--- config.mk ---
export PLATFORM = sky130hd
export DESIGN_NAME = periodic_timer_bank
export DESIGN_NICKNAME = d
export VERILOG_FILES = /design/src/rtl/ptb_pkg.sv /design/src/rtl/ptb_ram.sv /design/src/rtl/ptb_ctrl.sv /design/src/rtl/ptb_dpath.sv /design/src/rtl/periodic_timer_bank.sv
export SDC_FILE = /design/constraint.sdc
export NUM_CORES = 2
export LEC_CHECK = 0
export BUFFER_PORTS_ARGS = -buffer_cell sky130_fd_sc_hd__buf_2
export CAP_MARGIN = 20
export CORE_MARGIN = 10
export CORE_UTILIZATION = 40
export DETAILED_ROUTE_END_ITERATION = 6
export GPL_TIMING_DRIVEN = 0
export PLACE_DENSITY = 0.59
export SYNTH_ARGS = -nofsm -noshare
export SYNTH_HDL_FRONTEND = slang
export SYNTH_HIERARCHICAL = 1
export SYNTH_SLANG_ARGS = --single-unit
export TNS_END_PERCENT = 30
--- constraint.sdc ---
create_clock -name clk_i -period 11.4 [get_ports clk_i]
set_clock_uncertainty 0.1 [all_clocks]
set_input_delay 0.57 -clock clk_i [delete_from_list [all_inputs] [get_ports clk_i]]
set_output_delay 0.57 -clock clk_i [all_outputs]
set_load 0.05 [all_outputs]
--- src/rtl/ptb_pkg.sv ---
// ----------------------------------------------------------------------------
// ptb_pkg: shared types and constants of the periodic timer bank
// Request and result payloads, operation codes, controller states and the
// command and status groups between controller and datapath.
// ----------------------------------------------------------------------------
package ptb_pkg;

  localparam int unsigned TIMERS_DEF = 16;
  localparam int unsigned MAX_RES    = 16;

  localparam logic [1:0] MODE_ADD    = 2'd0;
  localparam logic [1:0] MODE_REMOVE = 2'd1;
  localparam logic [1:0] MODE_TICK   = 2'd2;

  localparam logic [1:0] KIND_ADD    = 2'd0;
  localparam logic [1:0] KIND_REMOVE = 2'd1;
  localparam logic [1:0] KIND_FIRED  = 2'd2;

  localparam logic [1:0] STATUS_OK        = 2'd0;
  localparam logic [1:0] STATUS_FULL      = 2'd1;
  localparam logic [1:0] STATUS_NOT_FOUND = 2'd2;

  // Remaining time is 34-bit signed, the update runs on 36 bits.
  localparam int unsigned REM_W  = 34;
  localparam int unsigned PER_W  = 32;
  localparam int unsigned ELAP_W = 33;
  localparam logic signed [35:0] REM_MIN_36  = 36'shE_0000_0000;
  localparam logic [ELAP_W-1:0]  ELAPSED_MAX = 33'h1_0000_0000;

  typedef struct packed {
    logic [1:0]  mode;
    logic [31:0] period;
    logic [3:0]  timer_id;
    logic [63:0] now_time;
  } req_t;

  typedef struct packed {
    logic [1:0] kind;
    logic [3:0] slot_id;
    logic [1:0] status;
    logic       last;
  } res_t;

  typedef enum logic [1:0] {
    ST_IDLE,
    ST_ADD,
    ST_TICK,
    ST_TICK_END
  } state_e;

  typedef struct packed {
    logic accept;
    logic add_step;
    logic tick_step;
    logic tick_end;
  } cmd_t;

  typedef struct packed {
    logic idx_last;
    logic slot_free;
  } sts_t;

endpackage

--- src/rtl/ptb_ram.sv ---
// ----------------------------------------------------------------------------
// ptb_ram: generic simple dual-port RAM
// One write port and one read port with registered read data.
// ----------------------------------------------------------------------------
module ptb_ram #(
  parameter int unsigned WIDTH = 8,
  parameter int unsigned DEPTH = 16
) (
  input  logic                     clk_i,
  input  logic                     we_i,
  input  logic [$clog2(DEPTH)-1:0] waddr_i,
  input  logic [WIDTH-1:0]         wdata_i,
  input  logic [$clog2(DEPTH)-1:0] raddr_i,
  output logic [WIDTH-1:0]         rdata_o
);

  logic [WIDTH-1:0] mem_q [DEPTH];
  logic [WIDTH-1:0] rdata_q;

  always_ff @(posedge clk_i) begin
    if (we_i) begin
      mem_q[waddr_i] <= wdata_i;
    end
    rdata_q <= mem_q[raddr_i];
  end

  assign rdata_o = rdata_q;

endmodule

--- src/rtl/ptb_ctrl.sv ---
// ----------------------------------------------------------------------------
// ptb_ctrl: controller of the periodic timer bank
// Sequences the slot walks for add and tick requests.
// ----------------------------------------------------------------------------
module ptb_ctrl
  import ptb_pkg::*;
(
  input  logic       clk_i,
  input  logic       rst_ni,
  input  logic       start_i,
  input  logic [1:0] mode_i,
  input  sts_t       sts_i,
  output cmd_t       cmd_o,
  output logic       busy_o
);

  state_e state_q, state_d;

  always_ff @(posedge clk_i or negedge rst_ni) begin
    if (!rst_ni) begin
      state_q <= ST_IDLE;
    end else begin
      state_q <= state_d;
    end
  end

  always_comb begin
    state_d = state_q;
    cmd_o   = '0;
    busy_o  = 1'b1;
    unique case (state_q)
      ST_IDLE: begin
        busy_o = 1'b0;
        if (start_i) begin
          cmd_o.accept = 1'b1;
          if (mode_i == MODE_ADD) begin
            state_d = ST_ADD;
          end else if (mode_i == MODE_TICK) begin
            state_d = ST_TICK;
          end
        end
      end
      ST_ADD: begin
        cmd_o.add_step = 1'b1;
        if (sts_i.slot_free || sts_i.idx_last) begin
          state_d = ST_IDLE;
        end
      end
      ST_TICK: begin
        cmd_o.tick_step = 1'b1;
        if (sts_i.idx_last) begin
          state_d = ST_TICK_END;
        end
      end
      ST_TICK_END: begin
        cmd_o.tick_end = 1'b1;
        state_d        = ST_IDLE;
      end
      default: state_d = ST_IDLE;
    endcase
  end

endmodule

--- src/rtl/ptb_dpath.sv ---
// ----------------------------------------------------------------------------
// ptb_dpath: datapath of the periodic timer bank
// Live bits, slot RAM, elapsed time, slot walk and the result register.
// ----------------------------------------------------------------------------
module ptb_dpath
  import ptb_pkg::*;
#(
  parameter int unsigned TIMERS = TIMERS_DEF
) (
  input  logic clk_i,
  input  logic rst_ni,
  input  req_t req_i,
  input  cmd_t cmd_i,
  output sts_t sts_o,
  output logic res_valid_o,
  output res_t res_o
);

  localparam int unsigned IDX_W   = $clog2(TIMERS);
  localparam int unsigned WORD_W  = PER_W + REM_W;
  localparam int unsigned CNT_W   = $clog2(MAX_RES + 1);
  localparam logic [IDX_W-1:0] IDX_LAST = IDX_W'(TIMERS - 1);

  req_t              req_q;
  logic [63:0]       prev_q, prev_d;
  logic [ELAP_W-1:0] elapsed_q, elapsed_d;
  logic [TIMERS-1:0] live_q, live_d;
  logic [IDX_W-1:0]  idx_q, idx_d;
  logic [CNT_W-1:0]  cnt_q, cnt_d;
  logic              pend_vld_q, pend_vld_d;
  logic [IDX_W-1:0]  pend_id_q, pend_id_d;
  logic              res_vld_q, res_vld_d;
  res_t              res_q, res_d;

  logic              ram_we;
  logic [IDX_W-1:0]  ram_raddr;
  logic [WORD_W-1:0] ram_wdata, ram_rdata;

  logic [63:0]        diff;
  logic [IDX_W+3:0]   rm_ext;
  logic [IDX_W-1:0]   rm_idx;
  logic               rm_hit;
  logic [REM_W-1:0]   cur_rem;
  logic [PER_W-1:0]   cur_per;
  logic signed [35:0] r_sub, r_rel;
  logic               clamped, fire;
  logic [REM_W-1:0]   new_rem;

  function automatic logic [3:0] slot_of(logic [IDX_W-1:0] idx);
    logic [IDX_W+3:0] ext;
    ext = {4'b0000, idx};
    return ext[3:0];
  endfunction

  ptb_ram #(
    .WIDTH(WORD_W),
    .DEPTH(TIMERS)
  ) u_ram (
    .clk_i  (clk_i),
    .we_i   (ram_we),
    .waddr_i(idx_q),
    .wdata_i(ram_wdata),
    .raddr_i(ram_raddr),
    .rdata_o(ram_rdata)
  );

  assign cur_rem = ram_rdata[REM_W-1:0];
  assign cur_per = ram_rdata[WORD_W-1:REM_W];

  // Remaining minus elapsed, and the same with the period already added.
  assign r_sub = {{2{cur_rem[REM_W-1]}}, cur_rem} - {3'b000, elapsed_q};
  assign r_rel = {{2{cur_rem[REM_W-1]}}, cur_rem} - {3'b000, elapsed_q}
               + {4'b0000, cur_per};
  assign clamped = r_sub < REM_MIN_36;
  assign fire    = r_sub[35] || (r_sub == '0);

  always_comb begin
    if (!fire) begin
      new_rem = r_sub[REM_W-1:0];
    end else if (clamped) begin
      // The floor has zero low bits, so adding the period is a concatenation.
      new_rem = {2'b10, cur_per};
    end else begin
      new_rem = r_rel[REM_W-1:0];
    end
  end

  assign diff   = req_i.now_time - prev_q;
  assign rm_ext = {{IDX_W{1'b0}}, req_i.timer_id};
  assign rm_idx = rm_ext[IDX_W-1:0];
  assign rm_hit = (int'(req_i.timer_id) < int'(TIMERS)) && live_q[rm_idx];

  assign sts_o.idx_last  = idx_q == IDX_LAST;
  assign sts_o.slot_free = !live_q[idx_q];

  always_comb begin
    ram_raddr = '0;
    if (cmd_i.tick_step && idx_q != IDX_LAST) begin
      ram_raddr = idx_q + IDX_W'(1);
    end
  end

  always_comb begin
    ram_we    = 1'b0;
    ram_wdata = {cur_per, new_rem};
    if (cmd_i.add_step) begin
      ram_we    = !live_q[idx_q];
      ram_wdata = {req_q.period, {(REM_W - PER_W){1'b0}}, req_q.period};
    end else if (cmd_i.tick_step) begin
      ram_we = live_q[idx_q];
    end
  end

  always_comb begin
    prev_d     = prev_q;
    elapsed_d  = elapsed_q;
    live_d     = live_q;
    idx_d      = idx_q;
    cnt_d      = cnt_q;
    pend_vld_d = pend_vld_q;
    pend_id_d  = pend_id_q;
    res_vld_d  = 1'b0;
    res_d      = res_q;

    if (cmd_i.accept) begin
      idx_d      = '0;
      cnt_d      = '0;
      pend_vld_d = 1'b0;
      if (req_i.mode == MODE_REMOVE) begin
        res_vld_d     = 1'b1;
        res_d.kind    = KIND_REMOVE;
        res_d.slot_id = req_i.timer_id;
        res_d.status  = rm_hit ? STATUS_OK : STATUS_NOT_FOUND;
        res_d.last    = 1'b1;
        if (rm_hit) begin
          live_d[rm_idx] = 1'b0;
        end
      end else if (req_i.mode == MODE_TICK) begin
        prev_d = req_i.now_time;
        if (prev_q == '1) begin
          elapsed_d = '0;
        end else if ((|diff[63:33]) || (diff[32] && (|diff[31:0]))) begin
          elapsed_d = ELAPSED_MAX;
        end else begin
          elapsed_d = diff[ELAP_W-1:0];
        end
      end
    end

    if (cmd_i.add_step) begin
      idx_d = (idx_q == IDX_LAST) ? '0 : idx_q + IDX_W'(1);
      if (!live_q[idx_q]) begin
        live_d[idx_q] = 1'b1;
        res_vld_d     = 1'b1;
        res_d.kind    = KIND_ADD;
        res_d.slot_id = slot_of(idx_q);
        res_d.status  = STATUS_OK;
        res_d.last    = 1'b1;
      end else if (idx_q == IDX_LAST) begin
        res_vld_d     = 1'b1;
        res_d.kind    = KIND_ADD;
        res_d.slot_id = '0;
        res_d.status  = STATUS_FULL;
        res_d.last    = 1'b1;
      end
    end

    // A fired slot is held back one find, so the final one can carry last.
    if (cmd_i.tick_step) begin
      idx_d = (idx_q == IDX_LAST) ? '0 : idx_q + IDX_W'(1);
      if (live_q[idx_q] && fire && (cnt_q < CNT_W'(MAX_RES))) begin
        if (pend_vld_q) begin
          res_vld_d     = 1'b1;
          res_d.kind    = KIND_FIRED;
          res_d.slot_id = slot_of(pend_id_q);
          res_d.status  = STATUS_OK;
          res_d.last    = 1'b0;
        end
        pend_vld_d = 1'b1;
        pend_id_d  = idx_q;
        cnt_d      = cnt_q + CNT_W'(1);
      end
    end

    if (cmd_i.tick_end) begin
      pend_vld_d = 1'b0;
      if (pend_vld_q) begin
        res_vld_d     = 1'b1;
        res_d.kind    = KIND_FIRED;
        res_d.slot_id = slot_of(pend_id_q);
        res_d.status  = STATUS_OK;
        res_d.last    = 1'b1;
      end
    end
  end

  always_ff @(posedge clk_i or negedge rst_ni) begin
    if (!rst_ni) begin
      prev_q     <= '1;
      live_q     <= '0;
      idx_q      <= '0;
      cnt_q      <= '0;
      pend_vld_q <= 1'b0;
      res_vld_q  <= 1'b0;
    end else begin
      prev_q     <= prev_d;
      live_q     <= live_d;
      idx_q      <= idx_d;
      cnt_q      <= cnt_d;
      pend_vld_q <= pend_vld_d;
      res_vld_q  <= res_vld_d;
    end
  end

  always_ff @(posedge clk_i) begin
    if (cmd_i.accept) begin
      req_q <= req_i;
    end
    elapsed_q <= elapsed_d;
    pend_id_q <= pend_id_d;
    res_q     <= res_d;
  end

  assign res_valid_o = res_vld_q;
  assign res_o       = res_q;

endmodule

--- src/rtl/periodic_timer_bank.sv ---
// Remove: busy does not rise; its answer strobes in the cycle after the transfer.
// Add: busy while the live bits are walked one slot per cycle; the answer strobes
// in the same cycle that busy falls.
// Tick: busy for the one-slot-per-cycle RAM walk over all slots and the end step;
// the last fired id strobes in the same cycle that busy falls. Results cannot be
// stalled. Reset (async, active low) frees all slots and marks that no tick has
// been seen; the slot RAM needs no clearing.
// ----------------------------------------------------------------------------
// periodic_timer_bank: bank of periodic timers
// Add, remove and tick requests on a start/busy command port; answers and
// fired timer ids come out as single-cycle strobed results.
// ----------------------------------------------------------------------------
module periodic_timer_bank
  import ptb_pkg::*;
#(
  parameter int unsigned TIMERS = TIMERS_DEF
) (
  input  logic clk_i,
  input  logic rst_ni,
  input  logic start,
  output logic busy,
  input  req_t req_i,
  output logic res_valid_o,
  output res_t res_o
);

  // The controller only sequences; every register that holds timer state
  // lives in the datapath. The two talk through the command and status
  // groups below.
  cmd_t cmd;
  sts_t sts;

  ptb_ctrl u_ctrl (
    .clk_i  (clk_i),
    .rst_ni (rst_ni),
    .start_i(start),
    .mode_i (req_i.mode),
    .sts_i  (sts),
    .cmd_o  (cmd),
    .busy_o (busy)
  );

  // The datapath takes the request in the transfer cycle: a remove is
  // finished there, a tick computes its elapsed time there, and the slot
  // walks that follow use the captured request.
  ptb_dpath #(
    .TIMERS(TIMERS)
  ) u_dpath (
    .clk_i      (clk_i),
    .rst_ni     (rst_ni),
    .req_i      (req_i),
    .cmd_i      (cmd),
    .sts_o      (sts),
    .res_valid_o(res_valid_o),
    .res_o      (res_o)
  );

endmodule
==> results.py <==
metrics = {
    "synth": {
        "synth_edf_count": 1125,
        "ys_seq_area_share_pct": 65.3,
        "synth_top_area_share_pct": 58.5,
        "yosys_warnings": 6,
        "ys_seq_elements": 1293,
        "synth_nets": 4090,
        "synthArstFlopShare_pct": 7.19,
        "syn_area_per_cell_um2": 15.0,
        "synth.area.top_cells": "edfxtp_1, mux4_2, dfstp_2",
        "synth-main-ff-cell": "edfxtp_1",
        "syn_inst": 3849,
        "synth_cell_types": 93,
        "syn-cell-area_um2": 57700,
        "synth_top_area_cell": "edfxtp_1",
    },
    "worst_setup_path": {
        "cp-endpoint": "u_dpath/u_ram/mem_q[8][30]$_DFFE_PP_",
        "crit_path_top_delay_cell": "o311ai_0",
        "cp.arrival_ps": 7580,
        "critical_path_buf_inv_count": 2,
        "end_kind": "flop",
        "crit_start": "u_dpath/elapsed_q[2]$_SDFFCE_PP0P_",
        "reg2reg_to": "u_dpath/u_ram/mem_q[8][30]$_DFFE_PP_",
        "startpoint_type": "flop",
        "r2r_cells": 22,
        "path_class": "flop to flop",
        "reg2reg_slack_ps": 4160,
        "path_cells": "inv_1, ha_1, o21ai_0, a21oi_1, o311ai_1, a211oi_1, or2_1, o311ai_0, buf_2, ha_1, and3_1, and3_1, nand2_1, o21ai_0, a31oi_1, o31a_1, o31ai_1, o41ai_1, or3_1, a41oi_1, mux2_2, mux2_2",
        "reg2reg_from": "u_dpath/elapsed_q[2]$_SDFFCE_PP0P_",
        "worst_ep_required_time_ps": 11740,
        "cpPeakStageDelay_ps": 800,
        "path_depth": 22,
        "crit_fanout": 16,
        "path_delay_family": "compound AO/OA/AOI/OAI gates",
    },
    "placed_design": {
        "io_buffer_count": 113,
        "gp_congestion": 0.921,
        "hpwl_um": 120000,
        "dp.cells": 5990,
    },
    "clocking": {
        "cts_sinks": 1293,
        "cts_buffer_depth": 3,
        "clkTransAtPathRegs_ps": 60,
        "numCtsBuffers": 137,
        "clk_latency_ps": 780,
        "cts_root_buffer": "clkbuf_16",
        "postCtsSetupBuffers": 0,
        "cts_tree": "yes",
        "postCtsResizedCells": 0,
        "htree_levels": 4,
    },
    "layout": {
        "nNetsFinal": 4570,
        "fin_cells": 6341,
        "layout-drive-gt1-share_pct": 20.5,
        "nFillCells": 12379,
        "synthToLayoutAreaGrowth_pct": 17.6,
    },
    "sta": {
        "fmax_mhz": 138,
        "rsz0062_at_grt": "false",
        "setup_violations": 0,
        "slew_headroom_pct": 22.2,
        "drv_slew": 0,
        "finalHoldViolations": 0,
        "finalCritPeriodShare_pct": 63.5,
        "worst_pin_slew_ps": 1170,
        "timing.hold.ws_ps": 118,
        "fin_crit_ps": 7240,
    },
    "drt": {
        "vias": 36425,
        "routed_wl_um": 168000,
        "firstDrtPassIters": 6,
        "final_antenna_net_count": 0,
        "drt_iter0_drc": 3941,
        "routedWlPerCell_um": 26.5,
        "drc_errors": 0,
        "vias_per_cell": 5.74,
    },
    "grt": {
        "overflow": 0,
        "grt_antenna_before_repair": 6,
        "grt_usage_pct": 20.8,
        "grt_max_degree": 52,
        "grt_pass1_vias": 36218,
        "grt_pass1_wl_um": 246000,
    },
    "flow_run": {
        "maxCapViolCount": 0,
    },
    "outcome": {
        "status": "finished, final reports clean",
    },
    "floorplan": {
        "die_y_um": 400,
        "fp-row-count": 139,
        "start_util_pct": 40.2,
        "dieArea_um2": 160000,
        "die_w_um": 400,
        "pin_count": 116,
        "core_um2": 143000,
    },
    "hold_path": {
        "hp-class": "primary input to flop",
    },
}
timing repair:
item,CTS,global route
hold endpoints to repair,125,0
setup endpoints to repair,0,0
hold buffers,99,0
layout by cell type (no fill, tap or decap), types with 50 or more instances in the layout:
cell,Yosys,final
edfxtp_1,1125,1125
nand2_1,330,330
mux4_2,274,274
inv_1,183,183
a21oi_1,170,170
o21ai_0,204,166
clkbuf_1,111,155
clkbuf_16,0,139
buf_2,21,137
a22oi_1,134,134
ha_1,133,133
nor2_1,139,126
dlygate4sd3_1,0,99
dfxtp_1,75,75
nor3_1,76,71
dfstp_2,64,64
o21ai_1,31,61
nand3_1,53,53
buf_6,9,53
a21o_1,51,51
buf_4,19,50
xnor2_1,50,50
cells by family (layout without fill, tap and decap cells):
logic type | Yosys count | count (layout) | synth area share [%]
flip-flops | 1293 | 1293 | 65.3
AND/OR/NAND/NOR | 819 | 819 | 6.81
AO/OA/AOI/OAI | 814 | 814 | 9.10
buffers and inverters | 364 | 952 | 2.65
multiplexers | 339 | 339 | 11.9
adder cells (fa/ha/maj) | 136 | 136 | 2.99
XOR/XNOR | 84 | 84 | 1.27
other | 0 | 1 | 0
cell usage after synthesis, drive strengths merged, types with 20 or more instances:
cell,instances
a211oi,23
a21o,51
a21oi,172
a22oi,134
buf,70
clkbuf,111
dfrtp,29
dfstp,64
dfxtp,75
edfxtp,1125
ha,133
inv,183
mux2,25
mux2i,40
mux4,274
nand2,330
nand2b,24
nand3,53
nand4,47
nor2,140
nor2b,25
nor3,77
o21a,28
o21ai,239
o21bai,20
xnor2,50
xor2,34
stage by stage:
| stage | setup slack (ps) | TNS, ps | util (%) | area, um^2 |
|---|---|---|---|---|
| detailed placement | 4290 | 0 | 43.6 | 62500 |
| global route | 3900 | 0 | 47.3 | 67900 |
| floorplan | 3420 | 0 | - | 57700 |
| global placement | -2960 | -729560 | 42.3 | 60700 |
| CTS | 4200 | 0 | 47.3 | 67900 |
| finish | 4160 | 0 | 47.3 | 67900 |
metal layers:
layer	vias up	track usage (%)	wire, um
li1	16062	-	-
met1	18731	29.5	73200
met2	1443	33.0	78600
met3	189	3.88	12600
met4	0	5.23	3530
met5	-	0	0
how the worst min path moves through the flow:
stage          slack, ps  cells past startpoint                     start                             to
2_1_floorplan        170                      0                    rst_ni  u_ctrl/state_q[0]$_DFFE_PN0P_
3_3_place_gp         340                      1  u_dpath/res_o[8]$_DFF_P_       u_dpath/res_o[8]$_DFF_P_
3_5_place_dp         340                      1  u_dpath/res_o[8]$_DFF_P_       u_dpath/res_o[8]$_DFF_P_
4_1_cts               50                      4                req_i[101]  u_ctrl/state_q[0]$_DFFE_PN0P_
5_1_grt              100                      4                req_i[100]  u_ctrl/state_q[0]$_DFFE_PN0P_
6_report             120                      4                req_i[100]  u_ctrl/state_q[0]$_DFFE_PN0P_
state kept, by name, indices dropped and copies added, names as in the netlist, 2 cells and up:
name                   count
u_dpath/req_q             32
u_dpath/u_ram/mem_q     1056
u_dpath/prev_q            64
u_dpath/elapsed_q         33
u_dpath/idx_q              4
u_dpath/u_ram/rdata_o     66
u_dpath/live_q            16
u_dpath/pend_id_q          4
u_dpath/cnt_q              5
u_dpath/res_o              9
u_ctrl/state_q             2
worst min-delay path: cells and delay by family:
| family | cells | cell delay (ps) |
|---|---|---|
| AOI/OAI and AO/OA | 2 | 200 |
| buffers and inverters | 1 | 130 |
| and+or+nand+nor | 1 | 60 |
final cells by class:
cell class	instances	area [um^2]	share of cell area (%)
timing repair buffer	341	3310	4.88
clock inverter	57	606	0.892
tap	1903	2380	3.51
multi-input combinational	2192	18700	27.5
buffer	181	846	1.25
clock buffer	190	3730	5.49
sequential	1293	37700	55.5
antenna	1	2.50	0.00369
inverter	183	687	1.01
Power is not shown: default switching activity piles up to over one toggle a cycle in this logic, so the estimate is an artifact.
